**config.mk**
```make
export PLATFORM = sky130hd
export DESIGN_NAME = sorted_priority_queue_flat
export DESIGN_NICKNAME = d
export VERILOG_FILES = /design/src/design/spq_pkg.sv /design/src/design/spq_req_if.sv /design/src/design/spq_store.sv /design/src/design/spq_ctrl.sv /design/src/design/sorted_priority_queue.sv /design/src/flat_wrapper.sv
export SDC_FILE = /design/constraint.sdc
export NUM_CORES = 1
export LEC_CHECK = 0
export ABC_AREA = 1
export ABC_CLOCK_PERIOD_IN_PS = 5500
export BUFFER_PORTS_ARGS = -buffer_cell sky130_fd_sc_hd__buf_2
export CAP_MARGIN = 20
export CORE_ASPECT_RATIO = 0.9
export CORE_MARGIN = 5
export CORE_UTILIZATION = 41
export CTS_CLUSTER_SIZE = 30
export DETAILED_ROUTE_END_ITERATION = 8
export REMOVE_ABC_BUFFERS = 1
export SETUP_SLACK_MARGIN = 0.2
export SYNTH_ARGS = -nofsm -noshare
export SYNTH_HDL_FRONTEND = slang
export SYNTH_SLANG_ARGS = --single-unit
```
**constraint.sdc**
```tcl
create_clock -name clk_i -period 5.5 [get_ports clk_i]
set_clock_uncertainty 0.15 [all_clocks]
set_input_delay 0.55 -clock clk_i [delete_from_list [all_inputs] [get_ports clk_i]]
set_output_delay 0.55 -clock clk_i [all_outputs]
set_load 0.05 [all_outputs]
```
**src/design/spq_pkg.sv**
```systemverilog
// Package for the sorted priority queue: field widths, request codes,
// default parameter values and the controller state type.
// Depends on nothing; every other file of the block but spq_store imports it.
`default_nettype none

package spq_pkg;

  localparam int unsigned DataW        = 32;
  localparam int unsigned PrioInW      = 8;
  localparam int unsigned CountOutW    = 5;

  localparam int unsigned DefCapacity  = 16;
  localparam int unsigned DefPrioBits  = 8;

  // Value returned by a dequeue that finds the queue empty.
  localparam logic [DataW-1:0] EmptyValue = '1;

  localparam logic ReqEnqueue = 1'b0;
  localparam logic ReqDequeue = 1'b1;

  typedef enum logic [2:0] {
    ST_IDLE,
    ST_DQ_READ,
    ST_EQ_READ,
    ST_EQ_CMP,
    ST_EQ_PUT,
    ST_RESP
  } spq_state_e;

endpackage

`default_nettype wire

```
**src/design/spq_req_if.sv**
```systemverilog
// Request and response channel interfaces of the sorted priority queue.
// Depends on spq_pkg for the field widths.
`default_nettype none

interface spq_req_if;
  import spq_pkg::*;

  logic                      valid;
  logic                      ready;
  logic                      req_type;
  logic signed [DataW-1:0]   item_value;
  logic        [PrioInW-1:0] item_priority;

  modport source (output valid, req_type, item_value, item_priority, input ready);
  modport sink   (input valid, req_type, item_value, item_priority, output ready);
endinterface

interface spq_rsp_if;
  import spq_pkg::*;

  logic                        valid;
  logic                        ready;
  logic signed [DataW-1:0]     head_value;
  logic                        underflow;
  logic                        overflow;
  logic        [CountOutW-1:0] entry_count;

  modport source (output valid, head_value, underflow, overflow, entry_count, input ready);
  modport sink   (input valid, head_value, underflow, overflow, entry_count, output ready);
endinterface

`default_nettype wire

```
**src/design/spq_store.sv**
```systemverilog
// Entry memory of the sorted priority queue: one write and one read port,
// read data registered, so a read returns its entry in the cycle after it.
// Depends on nothing outside this file.
`default_nettype none

module spq_store #(
  parameter int unsigned Depth = 16,
  parameter int unsigned Width = 40
) (
  input  wire logic                     clk_i,
  input  wire logic                     wen_i,
  input  wire logic [$clog2(Depth)-1:0] waddr_i,
  input  wire logic [Width-1:0]         wdata_i,
  input  wire logic                     ren_i,
  input  wire logic [$clog2(Depth)-1:0] raddr_i,
  output      logic [Width-1:0]         rdata_o
);

  logic [Width-1:0] mem_q [Depth];

  always_ff @(posedge clk_i) begin
    if (wen_i) begin
      mem_q[waddr_i] <= wdata_i;
    end
  end

  always_ff @(posedge clk_i) begin
    if (ren_i) begin
      rdata_o <= mem_q[raddr_i];
    end
  end

endmodule

`default_nettype wire

```
**src/design/spq_ctrl.sv**
```systemverilog
// Controller of the sorted priority queue: request decoding, the insertion
// sweep over the entry memory, the head and count registers and the
// response register. Depends on spq_pkg and the channel interfaces.
`default_nettype none

module spq_ctrl #(
  parameter int unsigned Capacity = spq_pkg::DefCapacity,
  parameter int unsigned PrioBits = spq_pkg::DefPrioBits
) (
  input  wire logic                        clk_i,
  input  wire logic                        rst_ni,
  spq_req_if.sink                          req_i,
  spq_rsp_if.source                        rsp_o,
  output      logic                        mem_wen_o,
  output      logic [$clog2(Capacity)-1:0] mem_waddr_o,
  output      logic [spq_pkg::DataW+PrioBits-1:0] mem_wdata_o,
  output      logic                        mem_ren_o,
  output      logic [$clog2(Capacity)-1:0] mem_raddr_o,
  input  wire logic [spq_pkg::DataW+PrioBits-1:0] mem_rdata_i
);
  import spq_pkg::*;

  localparam int unsigned IdxW = $clog2(Capacity);
  localparam int unsigned CntW = $clog2(Capacity + 1);
  localparam logic [IdxW-1:0] LastIdx = IdxW'(Capacity - 1);
  localparam logic [CntW-1:0] FullCnt = CntW'(Capacity);

  function automatic logic [IdxW-1:0] idx_next(input logic [IdxW-1:0] p);
    idx_next = (p == LastIdx) ? '0 : p + 1'b1;
  endfunction

  function automatic logic [IdxW-1:0] idx_prev(input logic [IdxW-1:0] p);
    idx_prev = (p == '0) ? LastIdx : p - 1'b1;
  endfunction

  spq_state_e state_q, state_d;

  logic [IdxW-1:0]     head_q, head_d;
  logic [CntW-1:0]     count_q, count_d;
  logic [IdxW-1:0]     scan_q, scan_d;
  logic [CntW-1:0]     left_q, left_d;
  logic [DataW-1:0]    new_val_q, new_val_d;
  logic [PrioBits-1:0] new_prio_q, new_prio_d;
  logic [DataW-1:0]    res_val_q, res_val_d;
  logic                res_under_q, res_under_d;
  logic                res_over_q, res_over_d;

  logic                 out_valid_q, out_valid_d;
  logic [DataW-1:0]     out_val_q, out_val_d;
  logic                 out_under_q, out_under_d;
  logic                 out_over_q, out_over_d;
  logic [CountOutW-1:0] out_cnt_q, out_cnt_d;

  logic [31:0]         prio_ext;
  logic [PrioBits-1:0] in_prio;
  logic [IdxW:0]       tail_sum;
  logic [IdxW-1:0]     tail_idx;
  logic [PrioBits-1:0] rd_prio;
  logic [DataW-1:0]    rd_val;
  logic [31:0]         cnt_ext;

  assign prio_ext = 32'(req_i.item_priority);
  assign in_prio  = prio_ext[PrioBits-1:0];
  assign rd_prio  = mem_rdata_i[PrioBits-1:0];
  assign rd_val   = mem_rdata_i[DataW+PrioBits-1:PrioBits];
  assign cnt_ext  = 32'(count_q);

  // Physical slot of the last entry; the queue lives in a ring from head_q.
  assign tail_sum = {1'b0, head_q} + (IdxW+1)'(count_q - 1'b1);
  assign tail_idx = (tail_sum >= (IdxW+1)'(Capacity)) ?
                    IdxW'(tail_sum - (IdxW+1)'(Capacity)) : tail_sum[IdxW-1:0];

  always_ff @(posedge clk_i or negedge rst_ni) begin
    if (!rst_ni) begin
      state_q     <= ST_IDLE;
      head_q      <= '0;
      count_q     <= '0;
      out_valid_q <= 1'b0;
    end else begin
      state_q     <= state_d;
      head_q      <= head_d;
      count_q     <= count_d;
      out_valid_q <= out_valid_d;
    end
  end

  always_ff @(posedge clk_i) begin
    scan_q      <= scan_d;
    left_q      <= left_d;
    new_val_q   <= new_val_d;
    new_prio_q  <= new_prio_d;
    res_val_q   <= res_val_d;
    res_under_q <= res_under_d;
    res_over_q  <= res_over_d;
    out_val_q   <= out_val_d;
    out_under_q <= out_under_d;
    out_over_q  <= out_over_d;
    out_cnt_q   <= out_cnt_d;
  end

  always_comb begin
    state_d     = state_q;
    head_d      = head_q;
    count_d     = count_q;
    scan_d      = scan_q;
    left_d      = left_q;
    new_val_d   = new_val_q;
    new_prio_d  = new_prio_q;
    res_val_d   = res_val_q;
    res_under_d = res_under_q;
    res_over_d  = res_over_q;
    out_val_d   = out_val_q;
    out_under_d = out_under_q;
    out_over_d  = out_over_q;
    out_cnt_d   = out_cnt_q;
    out_valid_d = out_valid_q && !rsp_o.ready;
    mem_wen_o   = 1'b0;
    mem_waddr_o = scan_q;
    mem_wdata_o = {new_val_q, new_prio_q};
    mem_ren_o   = 1'b0;
    mem_raddr_o = scan_q;

    case (state_q)
      ST_IDLE: begin
        if (req_i.valid) begin
          new_val_d   = req_i.item_value;
          new_prio_d  = in_prio;
          res_val_d   = '0;
          res_under_d = 1'b0;
          res_over_d  = 1'b0;
          if (req_i.req_type == ReqDequeue) begin
            if (count_q == '0) begin
              res_val_d   = EmptyValue;
              res_under_d = 1'b1;
              state_d     = ST_RESP;
            end else begin
              mem_ren_o   = 1'b1;
              mem_raddr_o = head_q;
              state_d     = ST_DQ_READ;
            end
          end else if (count_q == FullCnt) begin
            res_over_d = 1'b1;
            state_d    = ST_RESP;
          end else if (count_q == '0) begin
            mem_wen_o   = 1'b1;
            mem_waddr_o = head_q;
            mem_wdata_o = {req_i.item_value, in_prio};
            count_d     = count_q + 1'b1;
            state_d     = ST_RESP;
          end else begin
            scan_d  = tail_idx;
            left_d  = count_q;
            state_d = ST_EQ_READ;
          end
        end
      end

      ST_DQ_READ: begin
        res_val_d = rd_val;
        head_d    = idx_next(head_q);
        count_d   = count_q - 1'b1;
        state_d   = ST_RESP;
      end

      ST_EQ_READ: begin
        mem_ren_o   = 1'b1;
        mem_raddr_o = scan_q;
        state_d     = ST_EQ_CMP;
      end

      ST_EQ_CMP: begin
        // Entries of equal priority stay ahead of the newcomer.
        mem_wen_o   = 1'b1;
        mem_waddr_o = idx_next(scan_q);
        if (rd_prio > new_prio_q) begin
          mem_wdata_o = mem_rdata_i;
          if (left_q == CntW'(1)) begin
            state_d = ST_EQ_PUT;
          end else begin
            left_d  = left_q - 1'b1;
            scan_d  = idx_prev(scan_q);
            state_d = ST_EQ_READ;
          end
        end else begin
          count_d = count_q + 1'b1;
          state_d = ST_RESP;
        end
      end

      ST_EQ_PUT: begin
        mem_wen_o   = 1'b1;
        mem_waddr_o = scan_q;
        count_d     = count_q + 1'b1;
        state_d     = ST_RESP;
      end

      ST_RESP: begin
        if (!out_valid_q || rsp_o.ready) begin
          out_valid_d = 1'b1;
          out_val_d   = res_val_q;
          out_under_d = res_under_q;
          out_over_d  = res_over_q;
          out_cnt_d   = cnt_ext[CountOutW-1:0];
          state_d     = ST_IDLE;
        end
      end

      default: begin
        state_d = ST_IDLE;
      end
    endcase
  end

  assign req_i.ready       = (state_q == ST_IDLE);
  assign rsp_o.valid       = out_valid_q;
  assign rsp_o.head_value  = out_val_q;
  assign rsp_o.underflow   = out_under_q;
  assign rsp_o.overflow    = out_over_q;
  assign rsp_o.entry_count = out_cnt_q;

endmodule

`default_nettype wire

```
**src/design/sorted_priority_queue.sv**
```systemverilog
// Sorted priority queue: a bounded queue of value and priority pairs held in
// one memory as a ring in sorted order, lowest priority number at the head
// and equal priorities served in arrival order. Every request gives exactly
// one response with the entry count after it. A dequeue reads the head entry
// and then responds; an enqueue into an empty queue is written at once, and
// a dropped enqueue (overflow) or a dequeue of an empty queue responds at
// once. Any other enqueue sweeps from the tail, reading each held entry and
// moving it one slot on while its priority number is greater than the new
// one, then writes the new entry, with an extra write step when it ends up
// at the head. The response is presented in the cycle in which the next
// request can first be accepted. The sweep goes through the single memory
// read port, whose read data is registered. A finished response waits in
// the output register; the next request is taken once the previous one has
// been moved there. No clearing pass is needed after reset.
// Depends on spq_pkg, the channel interfaces, spq_ctrl and spq_store.
`default_nettype none

module sorted_priority_queue #(
  parameter int unsigned Capacity = spq_pkg::DefCapacity,
  parameter int unsigned PrioBits = spq_pkg::DefPrioBits
) (
  input  wire logic clk_i,
  input  wire logic rst_ni,
  spq_req_if.sink   req_i,
  spq_rsp_if.source rsp_o
);
  import spq_pkg::*;

  localparam int unsigned IdxW = $clog2(Capacity);
  localparam int unsigned EntW = DataW + PrioBits;

  logic            mem_wen;
  logic [IdxW-1:0] mem_waddr;
  logic [EntW-1:0] mem_wdata;
  logic            mem_ren;
  logic [IdxW-1:0] mem_raddr;
  logic [EntW-1:0] mem_rdata;

  spq_ctrl #(
    .Capacity (Capacity),
    .PrioBits (PrioBits)
  ) u_ctrl (
    .clk_i       (clk_i),
    .rst_ni      (rst_ni),
    .req_i       (req_i),
    .rsp_o       (rsp_o),
    .mem_wen_o   (mem_wen),
    .mem_waddr_o (mem_waddr),
    .mem_wdata_o (mem_wdata),
    .mem_ren_o   (mem_ren),
    .mem_raddr_o (mem_raddr),
    .mem_rdata_i (mem_rdata)
  );

  spq_store #(
    .Depth (Capacity),
    .Width (EntW)
  ) u_store (
    .clk_i   (clk_i),
    .wen_i   (mem_wen),
    .waddr_i (mem_waddr),
    .wdata_i (mem_wdata),
    .ren_i   (mem_ren),
    .raddr_i (mem_raddr),
    .rdata_o (mem_rdata)
  );

endmodule

`default_nettype wire

```
**src/flat_wrapper.sv**
```systemverilog
// flat-port wrapper written by rule: the top's interface ports become plain ports
module sorted_priority_queue_flat import spq_pkg::*;
#(
  parameter int unsigned Capacity = spq_pkg::DefCapacity,
  parameter int unsigned PrioBits = spq_pkg::DefPrioBits
)
  (clk_i, rst_ni, req_i_valid, req_i_req_type, req_i_item_value, req_i_item_priority, req_i_ready, rsp_o_valid, rsp_o_head_value, rsp_o_underflow, rsp_o_overflow, rsp_o_entry_count, rsp_o_ready);
  spq_req_if req_i_i ();
  spq_rsp_if rsp_o_i ();
  input  wire logic clk_i;
  input  wire logic rst_ni;
  input wire logic [$bits(req_i_i.valid)-1:0] req_i_valid;
  input wire logic [$bits(req_i_i.req_type)-1:0] req_i_req_type;
  input wire logic [$bits(req_i_i.item_value)-1:0] req_i_item_value;
  input wire logic [$bits(req_i_i.item_priority)-1:0] req_i_item_priority;
  output wire logic [$bits(req_i_i.ready)-1:0] req_i_ready;
  output wire logic [$bits(rsp_o_i.valid)-1:0] rsp_o_valid;
  output wire logic [$bits(rsp_o_i.head_value)-1:0] rsp_o_head_value;
  output wire logic [$bits(rsp_o_i.underflow)-1:0] rsp_o_underflow;
  output wire logic [$bits(rsp_o_i.overflow)-1:0] rsp_o_overflow;
  output wire logic [$bits(rsp_o_i.entry_count)-1:0] rsp_o_entry_count;
  input wire logic [$bits(rsp_o_i.ready)-1:0] rsp_o_ready;
  assign req_i_i.valid = req_i_valid;
  assign req_i_i.req_type = req_i_req_type;
  assign req_i_i.item_value = req_i_item_value;
  assign req_i_i.item_priority = req_i_item_priority;
  assign req_i_ready = req_i_i.ready;
  assign rsp_o_valid = rsp_o_i.valid;
  assign rsp_o_head_value = rsp_o_i.head_value;
  assign rsp_o_underflow = rsp_o_i.underflow;
  assign rsp_o_overflow = rsp_o_i.overflow;
  assign rsp_o_entry_count = rsp_o_i.entry_count;
  assign rsp_o_i.ready = rsp_o_ready;
  sorted_priority_queue #(.Capacity(Capacity), .PrioBits(PrioBits)) u_core (.clk_i(clk_i), .rst_ni(rst_ni), .req_i(req_i_i), .rsp_o(rsp_o_i));
endmodule
```
Word level (Yosys, flattened, before mapping)
Memories as Yosys holds them, arrays and structs flattened. A register that Yosys moved wholly into a read port is not among the register bits.
Cells that the tools add are included.
Storage, ports and cells
  flip-flop bits (word level): 135
  RAM bits: 640
  bits of input ports: 45
  output and inout port bits: 41
  logic and storage cells: 128
  memories kept: 1
Memories
  u_core.u_store.mem_q: words 16, width 40, rd ports 1, clocked after memory_dff 1, wr ports 1, RTL line spq_store.sv:19  | logic [Width-1:0] mem_q [Depth];
Cells by class
  add/subtract/negate cells: 8
  order comparisons: 2
  equality and inequality tests: 18
  muxes and demuxes: 66
  reductions and logical operators: 18
Operators with widths (count)
  $mux 40: 5
  $mux 32: 3
  $pmux 40 s2: 1
  $mux 4: 18
  $pmux 32 s2: 1
  $mux 5: 11
  $mux 3: 8
  $pmux 5 s4: 1
  $ne 2x2->1 const B: 8
  $pmux 4 s2: 2
  $pmux 3 s5: 1
  $mux 1: 12
  $pmux 5 s2: 1
  $sub 5x1->5 const B: 2
  $add 4x1->4 const B: 2
  $eq 4x4->1 const B: 2
  $gt 8x8->1: 1
  $reduce_and 2->1: 4
  $sub 4x1->4 const B: 2
  $reduce_and 7->1: 1
  $eq 3x2->1 const B: 2
  $eq 3x3->1 const B: 2
  $reduce_and 6->1: 1
  $add 4x5->5: 1
  other kinds (16): 20

Logic depth before layout (Yosys ltp)
  word-level depth: 9
  depth in mapped cells: 15
  gate-level depth less buffers: 14

Modules after synthesis
A second synthesis with hierarchy kept.
Second synthesis, totals
  cells, all modules: 3278
  area total of the unflattened synthesis: 35281.3 µm²
By module, submodules not included
  spq_store: instances 1, cells each 2645, area each 28691.3 µm², seq. area each 20419.6 µm²
  spq_ctrl: instances 1, cells each 633, area each 6590.1 µm², seq. area each 3988.8 µm²

Worst setup path before layout
No wires, ideal clock.
  path type: register to register
  start point: reg u_core.u_ctrl.state_q[1]
  end point: mem u_core.u_store.mem_q[6][0], enable pin
  library setup time: 0.437 ns
  arrival time: 3.486 ns
  data required time: 4.913 ns
  slack: 1.427 ns
  stages on the path, launching flop included: 10
  path buffers: 0
  clock period less this slack: 4.073 ns
  cell sequence: dfrtp_1 -> nor2_4 -> nand2_4 -> inv_1 -> nand2_1 -> nand2_1 -> nor2_1 -> o21ai_0 -> nand2_1 -> nor2_1
Between the ends
  elaborated cells between the ends (all ways): 8
  those cells by class: 2 x eq/ne; 4 x mux; 2 x reduce/logical
RTL lines
  start, declared: RTL line spq_ctrl.sv:36  | spq_state_e state_q, state_d;
  start signal, assigned: RTL line spq_ctrl.sv:80  | state_q <= state_d;
  $logic_not 3->1 (*)
  net req_i_ready: RTL line flat_wrapper.sv:16  | output wire logic [$bits(req_i_i.ready)-1:0] req_i_ready;
  $pmux 1 s2: RTL line spq_ctrl.sv:123  | case (state_q)
  $mux 1: RTL line spq_store.sv:22  | if (wen_i) begin
  $mux 1 (not written as such): RTL line spq_store.sv:23  | mem_q[waddr_i] <= wdata_i;
  end, declared: RTL line spq_store.sv:19
Mark *: on every way through the listed nets, which the timed path passes. The rest lies on a longest branch.

Final worst setup path
  start point: reg u_core.u_ctrl.count_q[0]
  end point: mem u_core.u_store.mem_q[7][26], enable pin
Between the ends
  cells in the longest elaborated chain, start to end: 8
  elaborated cells between the ends (all ways): 14
  those cells by class: 1 x eq/ne; 12 x mux; 1 x reduce/logical
RTL lines
  start, declared: RTL line spq_ctrl.sv:39  | logic [CntW-1:0] count_q, count_d;
  start signal, assigned: RTL line spq_ctrl.sv:82  | count_q <= count_d;
  $logic_not 5->1: RTL line spq_ctrl.sv:144  | end else if (count_q == '0) begin
  $mux 1: RTL line spq_ctrl.sv:144
  $mux 1: RTL line spq_ctrl.sv:141  | end else if (count_q == FullCnt) begin
  $mux 1: RTL line spq_ctrl.sv:131  | if (req_i.req_type == ReqDequeue) begin
  $mux 1: RTL line spq_ctrl.sv:125  | if (req_i.valid) begin
  $pmux 1 s2: RTL line spq_ctrl.sv:123
  $mux 1: RTL line spq_store.sv:22
  $mux 1 (not written as such): RTL line spq_store.sv:23
Several ways; a longest one is shown, not always the timed one.

==> impl_results.md <==
- Horizontal die dimension: 320 um
- Post-layout instance area: a little over 40000 um2
- Top cells by instance count after synthesis: 802 x sky130_fd_sc_hd__edfxtp_1, 732 x sky130_fd_sc_hd__nand3_1, 700 x sky130_fd_sc_hd__nand2_1
- Dominant register cell in the synthesized netlist: sky130_fd_sc_hd__edfxtp_1
- Synthesized area divided by synthesized cell count: 10.9 um2
- Setup repair after global routing missed its margin: no
- Final #Nets: ~3400
- Footprint of the flip-flops and latches: 24400 um2
- Layout filler cell count: 7737
- Clock sinks: around 800
- Most instantiated library cell after synthesis: sky130_fd_sc_hd__edfxtp_1
- Area share of the leading cell type in the synthesized netlist: 67.8%
- Count of flip-flops with a built-in enable after synthesis: about 800
- FF+latch count, synth: 815
- Vias in the first global route: 22600
- Final hold vios: 0
- Syn Inst Count: 3255
- Post-CTS Resized: 0
- Number of setup violations in the final report: 0
- Count of unique library cells instantiated by Yosys: 38
- Areal power density over the cells: just under 600 nW/um2
- First-pass DRT Iterations: 6
- Req. time, crit path: roughly 5.7 ns
- Normalized max-slew margin: about a quarter
- Count of inserted antenna diode cells: 0
- Type of the worst min-delay path: in -> async
- Post-CTS repair timing setup buffer count: 0
- Reg2reg setup slack: 1.35 ns
- Fraction of the yosys area taken by sequential cells: 68.7%
- GPL Wtd Cong: 0.821
- Library cell occupying the most area in the post-synthesis netlist: sky130_fd_sc_hd__edfxtp_1
- Clock tree from TritonCTS: done
- Critical path capture point type: flip-flop
- Most area-consuming cells after synthesis: sky130_fd_sc_hd__edfxtp_1 68%, sky130_fd_sc_hd__nand3_1 10%, sky130_fd_sc_hd__nand2_1 7.4%, sky130_fd_sc_hd__inv_1 6.0%, sky130_fd_sc_hd__nand3b_1 2.6%
- Netlist area before placement: approximately 36000 um2
- Final cell utilization of the core: a little under half
- Aggregate global-route resource usage: 20.7%
- Pin count of the biggest net entering global routing: 120
- Fraction of layout cells with a size suffix above 1: 9.31%
- Die outline height: ~290 um
- Register clock-pin slew on the reported worst setup and hold paths: approximately 0.060 ns
- Antenna violations before repair: 1
- Insertion delay to the later sink of the worst-skew pair: 0.64 ns
- Final slew viol count: 0
- Die Area: about 90000 um2
- Global route overflow: 0
- Sum of negative setup slack: 0 ns
- Run status: completed
- DRC violations left: 0
- Cell at the root of the clock tree: sky130_fd_sc_hd__clkbuf_16
- Initial standard-cell utilization of the core: 41.3%
- Buffer levels on the longest clock path: 3
- Measured slew at the worst slew-check pin: 1.13 ns
- Global-route wire length before repair: 145000 um
- IR Drop Worst-Case VDD: 520 uV
- Max Freq: 0.241 GHz
- Post-detailed-placement cell area: 37600 um2
- Half-perimeter wire length of the detailed placement result: 50600 um
- Final antenna-violating net count: 0
- Standard-cell row count: 102
- Total wire length: 96600 um
- Boundary pin count: 86
- Total clock buffers created by CTS: 85
- Asr flop ratio synth: 1.60%
- Routed via count divided by cell count: 5.18
- Hold Buf Count CTS: 42
- Crit path kind: reg -> reg
- Minimum period implied by the final worst setup slack: 4.15 ns
- Final cycle utilization of the critical path: 75.5%
- Footprint of the multi-input gates: 8430 um2
- Reported max-cap violation count: 0
- Routed wire length per instance: 21.1 um
- Peak fanout along the critical path: 20
- LEAKAGE: 16.6 nW
- Post-layout power: 24.1 mW
- Overall via count from detail_route: 23700
- Quantity of I/O buffers inserted on ports: 85
- Number of H-tree branching levels: 3
- Arr. time, crit path: approximately 4.3 ns
- Syn-to-layout area delta: 14.9%
- Warning count from the yosys run: 0
- Critical path launch point type: flip-flop
- First-iteration detailed-routing DRC count: 2435
- Core Box Area: 86000 um2
## routing by layer
metal / global-route usage [%] / routed length (um) / up-vias
li1: - / - / 11100
met5: 0 / 0 / -
met2: 32.5 / 43200 / 914
met1: 30.1 / 43500 / 11500
met4: 5.95 / 2490 / 0
met3: 3.23 / 7470 / 174
## cell usage in the layout, fill, tap and decap left out, types with 22 or more instances in the layout
master	synthesis	layout
sky130_fd_sc_hd__edfxtp_1	802	802
sky130_fd_sc_hd__nand3_1	732	732
sky130_fd_sc_hd__nand2_1	700	695
sky130_fd_sc_hd__inv_1	563	559
sky130_fd_sc_hd__nand3b_1	122	122
sky130_fd_sc_hd__clkbuf_16	0	87
sky130_fd_sc_hd__buf_2	66	85
sky130_fd_sc_hd__buf_4	6	44
sky130_fd_sc_hd__dlygate4sd3_1	0	42
sky130_fd_sc_hd__buf_12	0	22
## per-stage QoR
step                hold WS [ns]  setup WS, ns  cells
floorplan                  0.104         -2.56   3078
global placement           0.252          1.42   4373
detailed placement         0.255          1.38   4373
CTS                        0.151          1.37   4571
global route               0.209          1.11   4571
finish                     0.180          1.35   4571
## critical path, stage by stage (launching register included)
cell                      delay [ns]
sky130_fd_sc_hd__dfrtp_1        0.45
sky130_fd_sc_hd__inv_1          0.16
sky130_fd_sc_hd__ha_1           0.20
sky130_fd_sc_hd__nand3_2        0.21
sky130_fd_sc_hd__nor2_1         0.30
sky130_fd_sc_hd__nand2_1        0.11
sky130_fd_sc_hd__inv_2          0.48
sky130_fd_sc_hd__nand2_1        0.14
sky130_fd_sc_hd__a31oi_1        0.27
sky130_fd_sc_hd__nand2_1        0.29
sky130_fd_sc_hd__nor2_4         0.63
sky130_fd_sc_hd__buf_4          0.41
## cells by family (layout without fill, tap and decap cells)
kind of cell / count (synthesis) / count (layout) / synth area share, %
xor gates and xnor gates: 13 / 13 / 0.321
DFF: 815 / 815 / 68.7
and+or+nand+nor: 1614 / 1614 / 21.2
AOI/OAI and AO/OA: 50 / 50 / 0.824
adders and majority gates: 21 / 21 / 0.761
buffers and inverters: 742 / 914 / 8.16
## cell type report
type | instances | share of cell area, %
timing repair buffer | 193 | 3.96
inverter | 565 | 5.20
clock buffer | 99 | 5.45
clock inverter | 57 | 1.40
multi-input combinational | 1698 | 20.7
sequential | 815 | 59.8
tap | 1144 | 3.51
## worst paths after layout
kind                                        startpoint                                  to  cells after the start
setup reg to reg              u_core.u_ctrl.count_q[0]         u_core.u_store.mem_q[7][26]                     11
hold reg to reg            u_core.u_ctrl.res_val_q[14]  u_core.u_ctrl.rsp_o.head_value[14]                      0
hold / removal                                  rst_ni           u_core.u_ctrl.rsp_o.valid                      2
setup / recovery              u_core.u_ctrl.count_q[0]         u_core.u_store.mem_q[7][26]                     11
max in group asynchronous                       rst_ni            u_core.u_ctrl.state_q[0]                      2
min in group clk_i                      req_i_req_type            u_core.u_ctrl.res_over_q                      2
## sequential cells by signal, summed over array words and instances (netlist names)
| name | flops |
|---|---|
| u_core.u_ctrl.head_q | 4 |
| u_core.u_ctrl.rsp_o.head_value | 32 |
| u_core.u_ctrl.rsp_o.overflow | 1 |
| u_core.u_ctrl.res_over_q | 1 |
| u_core.u_ctrl.state_q | 3 |
| u_core.u_ctrl.rsp_o.entry_count | 5 |
| u_core.u_ctrl.scan_q | 4 |
| u_core.u_ctrl.left_q | 5 |
| u_core.u_ctrl.new_val_q | 32 |
| u_core.u_ctrl.rsp_o.underflow | 1 |
| u_core.u_ctrl.rsp_o.valid | 1 |
| u_core.u_store.mem_q | 640 |
| u_core.u_ctrl.res_under_q | 1 |
| u_core.u_ctrl.new_prio_q | 8 |
| u_core.u_ctrl.res_val_q | 32 |
| u_core.u_store.rdata_o | 40 |
| u_core.u_ctrl.count_q | 5 |
## where the power goes
part	internal [mW]	switching, mW	total (mW)
clock	3.37	2.41	5.79
combinational	2.33	6.67	9.00
sequential	8.95	0.401	9.35
total	14.7	9.48	24.1
(Power assumes the default switching activity.)
